[src/rtl/scba_pkg.sv]
// shared constants, types and helper functions of the size-class block allocator
`timescale 1ns / 1ps
`default_nettype none
package scba_pkg;

  localparam int unsigned NUM_CLASSES = 6;
  localparam int unsigned SLOTS_C0 = 1024;
  localparam int unsigned SLOTS_C1 = 256;
  localparam int unsigned SLOTS_C2 = 64;
  localparam int unsigned SLOTS_C3 = 64;
  localparam int unsigned SLOTS_C4 = 16;
  localparam int unsigned SLOTS_C5 = 16;
  localparam int unsigned SLOTS [NUM_CLASSES] = '{
    SLOTS_C0, SLOTS_C1, SLOTS_C2, SLOTS_C3, SLOTS_C4, SLOTS_C5
  };

  localparam int unsigned OFF_W = 27;
  localparam int unsigned CLS_W = 3;
  localparam int unsigned WORD_W = 32;
  localparam int unsigned BIT_W = 5;
  localparam logic [63:0] MAX_REQUEST = 64'd4194304;

  // the largest slot count of any class sets the slot index width
  function automatic int unsigned max_slots();
    int unsigned m;
    m = 0;
    for (int k = 0; k < NUM_CLASSES; k++) begin
      if (SLOTS[k] > m) m = SLOTS[k];
    end
    return m;
  endfunction

  localparam int unsigned SLOT_W = ($clog2(max_slots()) > BIT_W) ? $clog2(max_slots()) : BIT_W;

  function automatic int unsigned block_shift(int unsigned c);
    return 7 + 3 * c;
  endfunction

  function automatic int unsigned class_words(int unsigned c);
    return (SLOTS[c] + 31) / 32;
  endfunction

  function automatic int unsigned word_base(int unsigned c);
    int unsigned b;
    b = 0;
    for (int k = 0; k < NUM_CLASSES; k++) begin
      if (k < c) b = b + class_words(k);
    end
    return b;
  endfunction

  localparam int unsigned NUM_WORDS = word_base(NUM_CLASSES);
  localparam int unsigned ADDR_W = $clog2(NUM_WORDS);

  function automatic logic [63:0] class_base(int unsigned c);
    logic [63:0] b;
    b = '0;
    for (int k = 0; k < NUM_CLASSES; k++) begin
      if (k < c) b = b + (64'(SLOTS[k]) << block_shift(k));
    end
    return b;
  endfunction

  // bits of the last bitmap word of a class that map to real slots
  function automatic logic [WORD_W-1:0] last_mask_k(int unsigned c);
    int unsigned rem;
    rem = SLOTS[c] - 32 * (class_words(c) - 1);
    if (rem >= 32) return '1;
    return (WORD_W'(1) << rem) - WORD_W'(1);
  endfunction

  // per-class lookups selected by a class code
  function automatic logic [ADDR_W-1:0] wbase(input logic [CLS_W-1:0] c);
    logic [ADDR_W-1:0] r;
    r = '0;
    for (int k = 0; k < NUM_CLASSES; k++) begin
      if (c == CLS_W'(k)) r = ADDR_W'(word_base(k));
    end
    return r;
  endfunction

  function automatic logic [ADDR_W-1:0] wlast(input logic [CLS_W-1:0] c);
    logic [ADDR_W-1:0] r;
    r = '0;
    for (int k = 0; k < NUM_CLASSES; k++) begin
      if (c == CLS_W'(k)) r = ADDR_W'(word_base(k) + class_words(k) - 1);
    end
    return r;
  endfunction

  function automatic logic [WORD_W-1:0] lmask(input logic [CLS_W-1:0] c);
    logic [WORD_W-1:0] r;
    r = '1;
    for (int k = 0; k < NUM_CLASSES; k++) begin
      if (c == CLS_W'(k)) r = last_mask_k(k);
    end
    return r;
  endfunction

  function automatic logic [OFF_W-1:0] slot_offset(input logic [CLS_W-1:0] c,
                                                   input logic [SLOT_W-1:0] s);
    logic [63:0] r;
    r = '0;
    for (int k = 0; k < NUM_CLASSES; k++) begin
      if (c == CLS_W'(k)) r = class_base(k) + (64'(s) << block_shift(k));
    end
    return r[OFF_W-1:0];
  endfunction

  typedef enum logic [1:0] {
    CMD_FAIL,
    CMD_ALLOC,
    CMD_FREE
  } cmd_op_t;

  typedef struct packed {
    cmd_op_t            op;
    logic [CLS_W-1:0]   cls;
    logic [SLOT_W-1:0]  slot;
  } cmd_t;

endpackage
`default_nettype wire

[src/rtl/scba_if.sv]
// request and response channel interfaces
`timescale 1ns / 1ps
`default_nettype none
interface scba_in_if;
  logic        valid;
  logic        ready;
  logic        kind;
  logic [31:0] elem_bytes;
  logic [31:0] elem_num;
  logic [26:0] free_offset;
  modport source (output valid, kind, elem_bytes, elem_num, free_offset, input ready);
  modport sink (input valid, kind, elem_bytes, elem_num, free_offset, output ready);
endinterface

interface scba_out_if;
  logic        valid;
  logic        ready;
  logic        ok;
  logic [26:0] block_offset;
  logic [2:0]  size_class;
  modport source (output valid, ok, block_offset, size_class, input ready);
  modport sink (input valid, ok, block_offset, size_class, output ready);
endinterface
`default_nettype wire

[src/rtl/scba_ram.sv]
// generic single write port ram with registered read
`timescale 1ns / 1ps
`default_nettype none
module scba_ram #(
  parameter int unsigned WIDTH = 32,
  parameter int unsigned DEPTH = 64
) (
  input  wire logic                     clk,
  input  wire logic                     wr_en,
  input  wire logic [$clog2(DEPTH)-1:0] wr_addr,
  input  wire logic [WIDTH-1:0]         wr_data,
  input  wire logic                     rd_en,
  input  wire logic [$clog2(DEPTH)-1:0] rd_addr,
  output logic      [WIDTH-1:0]         rd_data
);
  logic [WIDTH-1:0] mem [DEPTH];

  // write and registered read
  always_ff @(posedge clk) begin
    if (wr_en) mem[wr_addr] <= wr_data;
    if (rd_en) rd_data <= mem[rd_addr];
  end
endmodule
`default_nettype wire

[src/rtl/scba_front.sv]
// front end: accepts requests, forms the size product and classifies them
`timescale 1ns / 1ps
`default_nettype none
module scba_front
  import scba_pkg::*;
(
  input  wire logic clk,
  input  wire logic rst,
  scba_in_if.sink   req,
  output logic      push_valid,
  input  wire logic push_ready,
  output cmd_t      push_cmd
);
  logic             st_vld;
  logic             st_kind;
  logic [63:0]      st_prod;
  logic [OFF_W-1:0] st_off;

  logic [CLS_W-1:0] cls_a;
  logic [CLS_W-1:0] cls_f;
  logic [63:0]      off64;
  logic [63:0]      slot64;
  logic             slot_ok;

  assign req.ready  = !st_vld || push_ready;
  assign push_valid = st_vld;

  // stage register, product registered right after the multiplier
  always_ff @(posedge clk) begin
    if (rst) begin
      st_vld <= 1'b0;
    end else if (req.valid && req.ready) begin
      st_vld <= 1'b1;
    end else if (push_ready) begin
      st_vld <= 1'b0;
    end
    if (req.valid && req.ready) begin
      st_kind <= req.kind;
      st_prod <= 64'(req.elem_bytes) * 64'(req.elem_num);
      st_off  <= req.free_offset;
    end
  end

  // classify the registered item
  always_comb begin
    cls_a = '0;
    for (int k = 0; k < NUM_CLASSES - 1; k++) begin
      if (st_prod >= (64'd1 << block_shift(k))) cls_a = CLS_W'(k + 1);
    end
    off64 = 64'(st_off);
    cls_f = '0;
    for (int k = 1; k < NUM_CLASSES; k++) begin
      if (off64 >= class_base(k)) cls_f = CLS_W'(k);
    end
    slot64  = '0;
    slot_ok = 1'b0;
    for (int k = 0; k < NUM_CLASSES; k++) begin
      if (cls_f == CLS_W'(k)) begin
        slot64  = (off64 - class_base(k)) >> block_shift(k);
        slot_ok = slot64 < 64'(SLOTS[k]);
      end
    end
    push_cmd.slot = slot64[SLOT_W-1:0];
    if (st_kind) begin
      push_cmd.op  = slot_ok ? CMD_FREE : CMD_FAIL;
      push_cmd.cls = cls_f;
    end else if (st_prod == 64'd0 || st_prod >= MAX_REQUEST) begin
      push_cmd.op  = CMD_FAIL;
      push_cmd.cls = '0;
    end else begin
      push_cmd.op  = CMD_ALLOC;
      push_cmd.cls = cls_a;
    end
  end
endmodule
`default_nettype wire

[src/rtl/scba_queue.sv]
// two-entry command queue between front and back
`timescale 1ns / 1ps
`default_nettype none
module scba_queue
  import scba_pkg::*;
(
  input  wire logic clk,
  input  wire logic rst,
  input  wire logic push_valid,
  output logic      push_ready,
  input  wire cmd_t push_cmd,
  output logic      pop_valid,
  input  wire logic pop_ready,
  output cmd_t      pop_cmd
);
  cmd_t       entry [2];
  logic       wr_ptr;
  logic       rd_ptr;
  logic [1:0] cnt;
  logic       do_push;
  logic       do_pop;

  assign push_ready = cnt != 2'd2;
  assign pop_valid  = cnt != 2'd0;
  assign pop_cmd    = entry[rd_ptr];
  assign do_push    = push_valid && push_ready;
  assign do_pop     = pop_valid && pop_ready;

  // pointers and fill count
  always_ff @(posedge clk) begin
    if (rst) begin
      wr_ptr <= 1'b0;
      rd_ptr <= 1'b0;
      cnt    <= 2'd0;
    end else begin
      if (do_push) wr_ptr <= !wr_ptr;
      if (do_pop) rd_ptr <= !rd_ptr;
      cnt <= cnt + 2'(do_push) - 2'(do_pop);
    end
    if (do_push) entry[wr_ptr] <= push_cmd;
  end
endmodule
`default_nettype wire

[src/rtl/scba_back.sv]
// back end: held and saved slots, bitmap scan and update, result register
`timescale 1ns / 1ps
`default_nettype none
module scba_back
  import scba_pkg::*;
(
  input  wire logic clk,
  input  wire logic rst,
  input  wire logic q_valid,
  output logic      q_pop,
  input  wire cmd_t q_cmd,
  scba_out_if.source rsp
);
  typedef enum logic [1:0] {S_IDLE, S_RMW, S_SCAN, S_DONE} state_t;

  state_t            state;
  logic              held_valid [NUM_CLASSES];
  logic [SLOT_W-1:0] held_slot [NUM_CLASSES];
  logic [SLOT_W-1:0] saved_slot [NUM_CLASSES];
  logic              word_valid [NUM_WORDS];
  logic [CLS_W-1:0]  cur_cls;
  logic [SLOT_W-1:0] cur_slot;
  logic              rmw_set;
  logic [ADDR_W-1:0] rmw_addr;
  logic [ADDR_W-1:0] chk_addr;
  logic              rd_wv;
  logic              res_ok;
  logic              res_alloc;
  logic [SLOT_W-1:0] res_slot;
  logic              out_vld;
  logic              out_ok;
  logic [OFF_W-1:0]  out_off;
  logic [CLS_W-1:0]  out_cls;

  logic              rd_en;
  logic [ADDR_W-1:0] rd_addr;
  logic [WORD_W-1:0] rd_data;
  logic              wr_en;
  logic [ADDR_W-1:0] wr_addr;
  logic [WORD_W-1:0] wr_data;
  logic [WORD_W-1:0] eff;
  logic [WORD_W-1:0] scan_word;
  logic              found;
  logic [BIT_W-1:0]  found_bit;
  logic              chk_last;
  logic [SLOT_W-1:0] scan_slot;
  logic [WORD_W-1:0] rmw_bit;
  logic [SLOT_W-1:0] c_saved;
  logic              c_held;
  logic              out_free;

  scba_ram #(.WIDTH(WORD_W), .DEPTH(NUM_WORDS)) u_map (
    .clk     (clk),
    .wr_en   (wr_en),
    .wr_addr (wr_addr),
    .wr_data (wr_data),
    .rd_en   (rd_en),
    .rd_addr (rd_addr),
    .rd_data (rd_data)
  );

  assign rsp.valid        = out_vld;
  assign rsp.ok           = out_ok;
  assign rsp.block_offset = out_off;
  assign rsp.size_class   = out_cls;
  assign out_free         = !out_vld || rsp.ready;
  assign q_pop            = state == S_IDLE && q_valid;
  assign c_held           = held_valid[q_cmd.cls];
  assign c_saved          = saved_slot[q_cmd.cls];

  // bitmap word as read, never-written words count as all free
  assign eff      = rd_data & {WORD_W{rd_wv}};
  assign chk_last = chk_addr == wlast(cur_cls);
  assign scan_word = chk_last ? (eff | ~lmask(cur_cls)) : eff;
  assign rmw_bit  = WORD_W'(1) << cur_slot[BIT_W-1:0];

  // first clear bit of the scanned word
  always_comb begin
    found     = 1'b0;
    found_bit = '0;
    for (int b = WORD_W - 1; b >= 0; b--) begin
      if (!scan_word[b]) begin
        found     = 1'b1;
        found_bit = BIT_W'(b);
      end
    end
    scan_slot = SLOT_W'({(chk_addr - wbase(cur_cls)), found_bit});
  end

  // bitmap read address
  always_comb begin
    rd_en   = 1'b0;
    rd_addr = '0;
    if (q_pop && q_cmd.op == CMD_ALLOC && !c_held) begin
      rd_en = 1'b1;
      if (c_saved != '0) begin
        rd_addr = wbase(q_cmd.cls) + ADDR_W'(c_saved >> BIT_W);
      end else begin
        rd_addr = wbase(q_cmd.cls);
      end
    end else if (q_pop && q_cmd.op == CMD_FREE && c_held) begin
      rd_en   = 1'b1;
      rd_addr = wbase(q_cmd.cls) + ADDR_W'(q_cmd.slot >> BIT_W);
    end else if (state == S_SCAN && !found && !chk_last) begin
      rd_en   = 1'b1;
      rd_addr = chk_addr + ADDR_W'(1);
    end
  end

  // bitmap write
  always_comb begin
    wr_en   = 1'b0;
    wr_addr = rmw_addr;
    wr_data = rmw_set ? (eff | rmw_bit) : (eff & ~rmw_bit);
    if (state == S_RMW) begin
      wr_en = 1'b1;
    end else if (state == S_SCAN && found) begin
      wr_en   = 1'b1;
      wr_addr = chk_addr;
      wr_data = eff | (WORD_W'(1) << found_bit);
    end
  end

  // sequencer, class state and result register
  always_ff @(posedge clk) begin
    if (rst) begin
      state   <= S_IDLE;
      out_vld <= 1'b0;
      for (int k = 0; k < NUM_CLASSES; k++) begin
        held_valid[k] <= 1'b0;
        saved_slot[k] <= '0;
      end
      for (int w = 0; w < NUM_WORDS; w++) word_valid[w] <= 1'b0;
    end else begin
      if (state == S_DONE && out_free) begin
        out_vld <= 1'b1;
      end else if (rsp.ready) begin
        out_vld <= 1'b0;
      end
      if (wr_en) word_valid[wr_addr] <= 1'b1;
      case (state)
        S_IDLE: begin
          if (q_valid) begin
            cur_cls   <= q_cmd.cls;
            cur_slot  <= (q_cmd.op == CMD_ALLOC && !c_held) ? c_saved : q_cmd.slot;
            rmw_addr  <= rd_addr;
            chk_addr  <= rd_addr;
            res_ok    <= q_cmd.op != CMD_FAIL;
            res_alloc <= q_cmd.op == CMD_ALLOC;
            case (q_cmd.op)
              CMD_ALLOC: begin
                if (c_held) begin
                  held_valid[q_cmd.cls] <= 1'b0;
                  res_slot <= held_slot[q_cmd.cls];
                  state    <= S_DONE;
                end else if (c_saved != '0) begin
                  saved_slot[q_cmd.cls] <= '0;
                  res_slot <= c_saved;
                  rmw_set  <= 1'b1;
                  state    <= S_RMW;
                end else begin
                  state <= S_SCAN;
                end
              end
              CMD_FREE: begin
                if (!c_held) begin
                  held_valid[q_cmd.cls] <= 1'b1;
                  held_slot[q_cmd.cls]  <= q_cmd.slot;
                  state <= S_DONE;
                end else begin
                  saved_slot[q_cmd.cls] <= q_cmd.slot;
                  rmw_set <= 1'b0;
                  state   <= S_RMW;
                end
              end
              default: begin
                state <= S_DONE;
              end
            endcase
          end
        end
        S_RMW: begin
          state <= S_DONE;
        end
        S_SCAN: begin
          if (found) begin
            res_slot <= scan_slot;
            state    <= S_DONE;
          end else if (chk_last) begin
            res_ok <= 1'b0;
            state  <= S_DONE;
          end else begin
            chk_addr <= rd_addr;
          end
        end
        S_DONE: begin
          if (out_free) begin
            out_ok  <= res_ok;
            out_cls <= cur_cls;
            out_off <= (res_ok && res_alloc) ? slot_offset(cur_cls, res_slot) : '0;
            state   <= S_IDLE;
          end
        end
        default: state <= S_IDLE;
      endcase
    end
    if (rd_en) rd_wv <= word_valid[rd_addr];
  end

  // scan stays within the words of its class
  a_scan_low: assert property (@(posedge clk) disable iff (rst)
    state == S_SCAN |-> chk_addr >= wbase(cur_cls)) else $error("scan below class");
  a_scan_high: assert property (@(posedge clk) disable iff (rst)
    state == S_SCAN |-> chk_addr <= wlast(cur_cls)) else $error("scan past class");
  // a read-modify-write moves to the done state in the next cycle
  a_rmw_done: assert property (@(posedge clk) disable iff (rst)
    state == S_RMW |=> state == S_DONE) else $error("rmw did not finish");
  // a result waiting on a stalled receiver is not overwritten
  a_hold: assert property (@(posedge clk) disable iff (rst)
    state == S_DONE && !out_free |=> state == S_DONE) else $error("result lost");
endmodule
`default_nettype wire

[src/rtl/size_class_block_allocator_unit.sv]
// top level of the size-class block allocator
// Usage: requests arrive on req (valid/ready). kind 0 allocates
// elem_bytes * elem_num bytes, kind 1 frees the block at
// free_offset. Each request gives one response on rsp (valid/ready) with
// ok, block_offset and size_class, in request order.
// Failures, held-block returns and frees into an empty hold slot go from the
// idle state straight to the done state; a bitmap update passes through a
// read-modify-write state first. A first-free search reads one 32-bit bitmap
// word per cycle from the bitmap ram, up to 32 words for the 128 B class.
// The back end takes one item at a time and pops the next only when idle.
// The front keeps accepting while the back end works, up to the two-entry
// queue plus the front stage.
// Reset: all classes empty, nothing held or saved. Bitmap words carry a
// written flag that reset clears, so no clearing pass is needed and the
// block takes items in the first cycle after reset.
// A stalled rsp holds its item; the back end waits with its next result and
// the queue fills, after which req.ready drops.
`timescale 1ns / 1ps
`default_nettype none
module size_class_block_allocator_unit
  import scba_pkg::*;
(
  input  wire logic  clk,
  input  wire logic  rst,
  scba_in_if.sink    req,
  scba_out_if.source rsp
);
  logic push_valid;
  logic push_ready;
  cmd_t push_cmd;
  logic pop_valid;
  logic pop_ready;
  cmd_t pop_cmd;

  scba_front u_front (
    .clk        (clk),
    .rst        (rst),
    .req        (req),
    .push_valid (push_valid),
    .push_ready (push_ready),
    .push_cmd   (push_cmd)
  );

  scba_queue u_queue (
    .clk        (clk),
    .rst        (rst),
    .push_valid (push_valid),
    .push_ready (push_ready),
    .push_cmd   (push_cmd),
    .pop_valid  (pop_valid),
    .pop_ready  (pop_ready),
    .pop_cmd    (pop_cmd)
  );

  scba_back u_back (
    .clk     (clk),
    .rst     (rst),
    .q_valid (pop_valid),
    .q_pop   (pop_ready),
    .q_cmd   (pop_cmd),
    .rsp     (rsp)
  );
endmodule
`default_nettype wire
[src/flat_wrapper.sv]
// flat-port wrapper written by rule: the top's interface ports become plain ports
module size_class_block_allocator_unit_flat import scba_pkg::*;
  (clk, rst, req_valid, req_kind, req_elem_bytes, req_elem_num, req_free_offset, req_ready, rsp_valid, rsp_ok, rsp_block_offset, rsp_size_class, rsp_ready);
  scba_in_if req_i ();
  scba_out_if rsp_i ();
  input  wire logic clk;
  input  wire logic rst;
  input wire logic [$bits(req_i.valid)-1:0] req_valid;
  input wire logic [$bits(req_i.kind)-1:0] req_kind;
  input wire logic [$bits(req_i.elem_bytes)-1:0] req_elem_bytes;
  input wire logic [$bits(req_i.elem_num)-1:0] req_elem_num;
  input wire logic [$bits(req_i.free_offset)-1:0] req_free_offset;
  output wire logic [$bits(req_i.ready)-1:0] req_ready;
  output wire logic [$bits(rsp_i.valid)-1:0] rsp_valid;
  output wire logic [$bits(rsp_i.ok)-1:0] rsp_ok;
  output wire logic [$bits(rsp_i.block_offset)-1:0] rsp_block_offset;
  output wire logic [$bits(rsp_i.size_class)-1:0] rsp_size_class;
  input wire logic [$bits(rsp_i.ready)-1:0] rsp_ready;
  assign req_i.valid = req_valid;
  assign req_i.kind = req_kind;
  assign req_i.elem_bytes = req_elem_bytes;
  assign req_i.elem_num = req_elem_num;
  assign req_i.free_offset = req_free_offset;
  assign req_ready = req_i.ready;
  assign rsp_valid = rsp_i.valid;
  assign rsp_ok = rsp_i.ok;
  assign rsp_block_offset = rsp_i.block_offset;
  assign rsp_size_class = rsp_i.size_class;
  assign rsp_i.ready = rsp_ready;
  size_class_block_allocator_unit u_core (.clk(clk), .rst(rst), .req(req_i), .rsp(rsp_i));
endmodule
[config.mk]
export PLATFORM = sky130hd
export DESIGN_NAME = size_class_block_allocator_unit_flat
export DESIGN_NICKNAME = d
export VERILOG_FILES = /design/src/rtl/scba_pkg.sv /design/src/rtl/scba_if.sv /design/src/rtl/scba_ram.sv /design/src/rtl/scba_front.sv /design/src/rtl/scba_queue.sv /design/src/rtl/scba_back.sv /design/src/rtl/size_class_block_allocator_unit.sv /design/src/flat_wrapper.sv
export SDC_FILE = /design/constraint.sdc
export NUM_CORES = 2
export LEC_CHECK = 0
export ABC_AREA = 1
export BUFFER_PORTS_ARGS = -buffer_cell sky130_fd_sc_hd__buf_2
export CELL_PAD_IN_SITES_DETAIL_PLACEMENT = 1
export CELL_PAD_IN_SITES_GLOBAL_PLACEMENT = 2
export CORE_ASPECT_RATIO = 0.9
export CORE_MARGIN = 2
export CORE_UTILIZATION = 30
export CTS_CLUSTER_SIZE = 30
export DETAILED_ROUTE_END_ITERATION = 10
export GPL_ROUTABILITY_DRIVEN = 0
export HOLD_SLACK_MARGIN = 0.03
export PLACE_DENSITY_LB_ADDON = 0.12
export SLEW_MARGIN = 30
export SYNTH_ARGS = -nofsm -noshare
export SYNTH_HDL_FRONTEND = slang
export SYNTH_HIERARCHICAL = 1
export SYNTH_SLANG_ARGS = --single-unit
[constraint.sdc]
create_clock -name clk -period 28.9 [get_ports clk]
set_clock_uncertainty 0.1 [all_clocks]
set_input_delay 8.67 -clock clk [delete_from_list [all_inputs] [get_ports clk]]
set_output_delay 8.67 -clock clk [all_outputs]
set_load 0.1 [all_outputs]
==> flow_summary.json <==
{
  "run_status": "finished, final reports clean",
  "drtIter0Drc": 5403,
  "num_rows": 216,
  "syn_area_per_cell_um2": 9.86,
  "via_count": 82605,
  "holdCritPathClass": "flop to flop",
  "synthArstFlopShare": 0,
  "netlist_instances": 11791,
  "wire_per_inst_um": 24.4,
  "detail-route-antenna-nets": 0,
  "antenna_found_initial": 10,
  "rrSetupSlack_ns": 19.58,
  "cap_violations": 0,
  "path_max_fanout": 32,
  "hp-start": "u_core/u_back/word_valid[62]$_DFF_P_",
  "grt_setup_unrepaired": "no",
  "place_hpwl_um": 272000,
  "ys_ff_latch": 1905,
  "critical_path_required_ns": 29.38,
  "critPathMostFrequentCell": "fa_1",
  "synth_seq_area_share": 0.486,
  "worstSkewPairLatency_ns": 0.89,
  "max_freq_ghz": 0.0634,
  "post-route-drc-count": 0,
  "fin_nets": 13006,
  "cts.hold.buffers_added": 0,
  "syn-cell-area_um2": 116000,
  "htree_levels": 4,
  "timing.final.crit_share": 0.546,
  "cts_buffers": 212,
  "slew_violations": 0,
  "fp.dieW_um": 660,
  "dp.cells": 16618,
  "hold_violations": 0,
  "pre_cts_slack_ns": 12.29,
  "min_period_ns": 15.77,
  "ys.warnings.count": 6,
  "crit_path_start_kind": "primary input",
  "arrival_ns": 16.25,
  "yosysTopAreaCellShare": 0.473,
  "port_buffers": 121,
  "worstMarginPinSlew_ns": 1.03,
  "ys_types": 76,
  "io_pins": 129,
  "min_to": "u_core/u_back/word_valid[62]$_DFF_P_",
  "clockRootBuffer": "clkbuf_16",
  "die_height_um": 595,
  "via_per_inst": 4.86,
  "dominantRegCellSynth": "edfxtp_1",
  "grt_pass1_wl_um": 617000,
  "post_cts_buffers": 0,
  "yosysTopAreaCell": "edfxtp_1",
  "grt-ovfl-total": 0,
  "hold_path_depth": 2,
  "r2r_end": "u_core/u_back/u_map/rd_data[0]$_DFFE_PP_",
  "cts.path.max_buffers": 4,
  "cts_tree": "built",
  "fillerInstances": 43435,
  "area_delta_synth_final_pct": 11.0,
  "dr.pass1.iters": 5,
  "grt_max_degree": 188,
  "wirelength_um": 414000,
  "grtUsageTotal": 0.211,
  "fin_tns_setup_ns": 0,
  "die-area_um2": 393000,
  "finalSetupViolCount": 0,
  "synth_area_leaders": "edfxtp_1, fa_1, nand2_1",
  "cp-end-kind": "flop",
  "reg2reg_depth": 22,
  "cts_resized": 0,
  "synth_edf_count": 1832,
  "cts.reportedPaths.clkPinSlew_ns": 0.06,
  "finalNonFillerCells": 16993,
  "cts.sinks": 1905,
  "slowest_stage": "buf_2",
  "drive_above_1_share": 0.0681,
  "grt_pass1_vias": 89183,
  "setup_ws_ns": 13.13,
  "criticalPathCategory": "primary input to flop",
  "final_util": 0.335,
  "start_util": 0.302,
  "core_um2": 385000,
  "multi_input_comb_area_um2": 50400,
  "regArea_um2": 56500,
  "max_stage_delay_ns": 0.68,
  "max_slew_margin": 0.313
}
cell type report:
class,instances,share of cell area
inverter,1932,0.0567
timing repair buffer,293,0.0155
clock buffer,267,0.0433
multi-input combinational,7365,0.390
antenna,6,0.000116
tap,5123,0.0496
sequential,1905,0.437
clock inverter,102,0.00726
layer usage:
metal | vias up | routed length [um] | track usage
met4 | 2 | 6190 | 0.0329
met5 | - | 8 | 0
li1 | 37740 | - | -
met1 | 43378 | 199000 | 0.303
met2 | 1159 | 196000 | 0.350
met3 | 326 | 12500 | 0.0194
registers in the layout, summed over array words and instances, names as in the netlist, 6 cells and up, named ones only:
register                        flops
u_core/u_front/st_prod             64
u_core/u_back/word_valid           64
u_core/u_back/held_slot            60
u_core/u_back/rsp.block_offset     20
u_core/u_back/rmw_addr              6
u_core/u_back/u_map/mem          1472
u_core/u_back/chk_addr              6
u_core/u_back/saved_slot           80
u_core/u_back/u_map/rd_data        32
u_core/u_back/res_slot             10
u_core/u_queue/entry               30
u_core/u_front/st_off              27
u_core/u_back/held_valid            8
cell usage in the layout, fill, tap and decap left out, types with 9 or more instances in the layout:
cell type,netlist,final
fa_1,899,899
mux2_4,10,10
nand4_1,59,59
xnor2_1,17,17
clkinv_2,0,26
clkinv_1,5,49
nand2_1,3220,3219
edfxtp_1,1832,1832
a21oi_1,140,128
a22oi_1,32,29
o21ai_2,9,9
o21bai_1,27,27
nand3_1,1236,1235
nor2_2,13,14
o21ai_1,46,46
inv_2,30,30
buf_4,37,165
a31oi_1,24,24
o22ai_1,104,104
ha_1,302,302
a21oi_4,1,12
dfxtp_1,73,73
clkbuf_1,297,48
a21o_1,13,13
or2_2,9,9
nor3_1,54,49
buf_2,173,119
bufinv_16,0,17
o211ai_1,46,46
inv_1,1888,1886
nand2_2,14,15
clkbuf_16,0,213
o21ai_0,311,310
nor2_4,13,62
nor2_1,570,520
xor2_1,60,60
synth_stat cells, drive strengths merged, types with 32 or more instances:
cell type,number
fa,899
o21ai,366
edfxtp,1832
nand4,60
a22oi,32
dfxtp,73
xor2,60
nor3,56
nand3,1240
ha,302
nor2,601
o22ai,104
clkbuf,297
o211ai,47
buf,298
inv,1927
a21oi,142
nand2,3243
through the flow:
step                      hold WS, ns  area, um2
after detailed placement        0.330     123000
after CTS                       0.346     129000
final                           0.339     129000
after floorplan                 0.303     116000
after global placement          0.316     122000
after global routing            0.370     129000
how the worst max path moves through the flow:
stage	start	end	slack, ns	depth (start not counted)
finish	req_elem_bytes[9]	u_core/u_front/st_prod[41]$_DFFE_PP_	13.13	28
global route	req_elem_num[16]	u_core/u_front/st_prod[41]$_DFFE_PP_	12.80	28
CTS	req_elem_bytes[9]	u_core/u_front/st_prod[41]$_DFFE_PP_	13.16	28
detailed placement	req_elem_num[3]	u_core/u_front/st_prod[41]$_DFFE_PP_	12.29	26
global placement	req_elem_num[3]	u_core/u_front/st_prod[41]$_DFFE_PP_	12.23	26
floorplan	req_elem_num[6]	u_core/u_front/st_prod[40]$_DFFE_PP_	13.86	31
kinds of logic after synthesis:
kind of cell / after synthesis / synth area share
buf+inv: 2527 / 0.0886
fa+ha+maj: 1201 / 0.187
xor+xnor: 77 / 0.00580
simple gates: 5232 / 0.188
mux: 15 / 0.00178
compound gates: 833 / 0.0426
flops: 1905 / 0.486
other cells: 1 / 0.0000322
worst max-delay path, delay by kind of cell:
family	cells	cell delay (ns)
AND/OR/NAND/NOR	7	0.95
adder cells (fa/ha/maj)	9	4.43
AO/OA/AOI/OAI	4	1.00
buffers and inverters	8	1.14
Power is left out: the tool's default activity adds up to more than one toggle a clock period on the data nets, which glitch-free logic cannot reach.
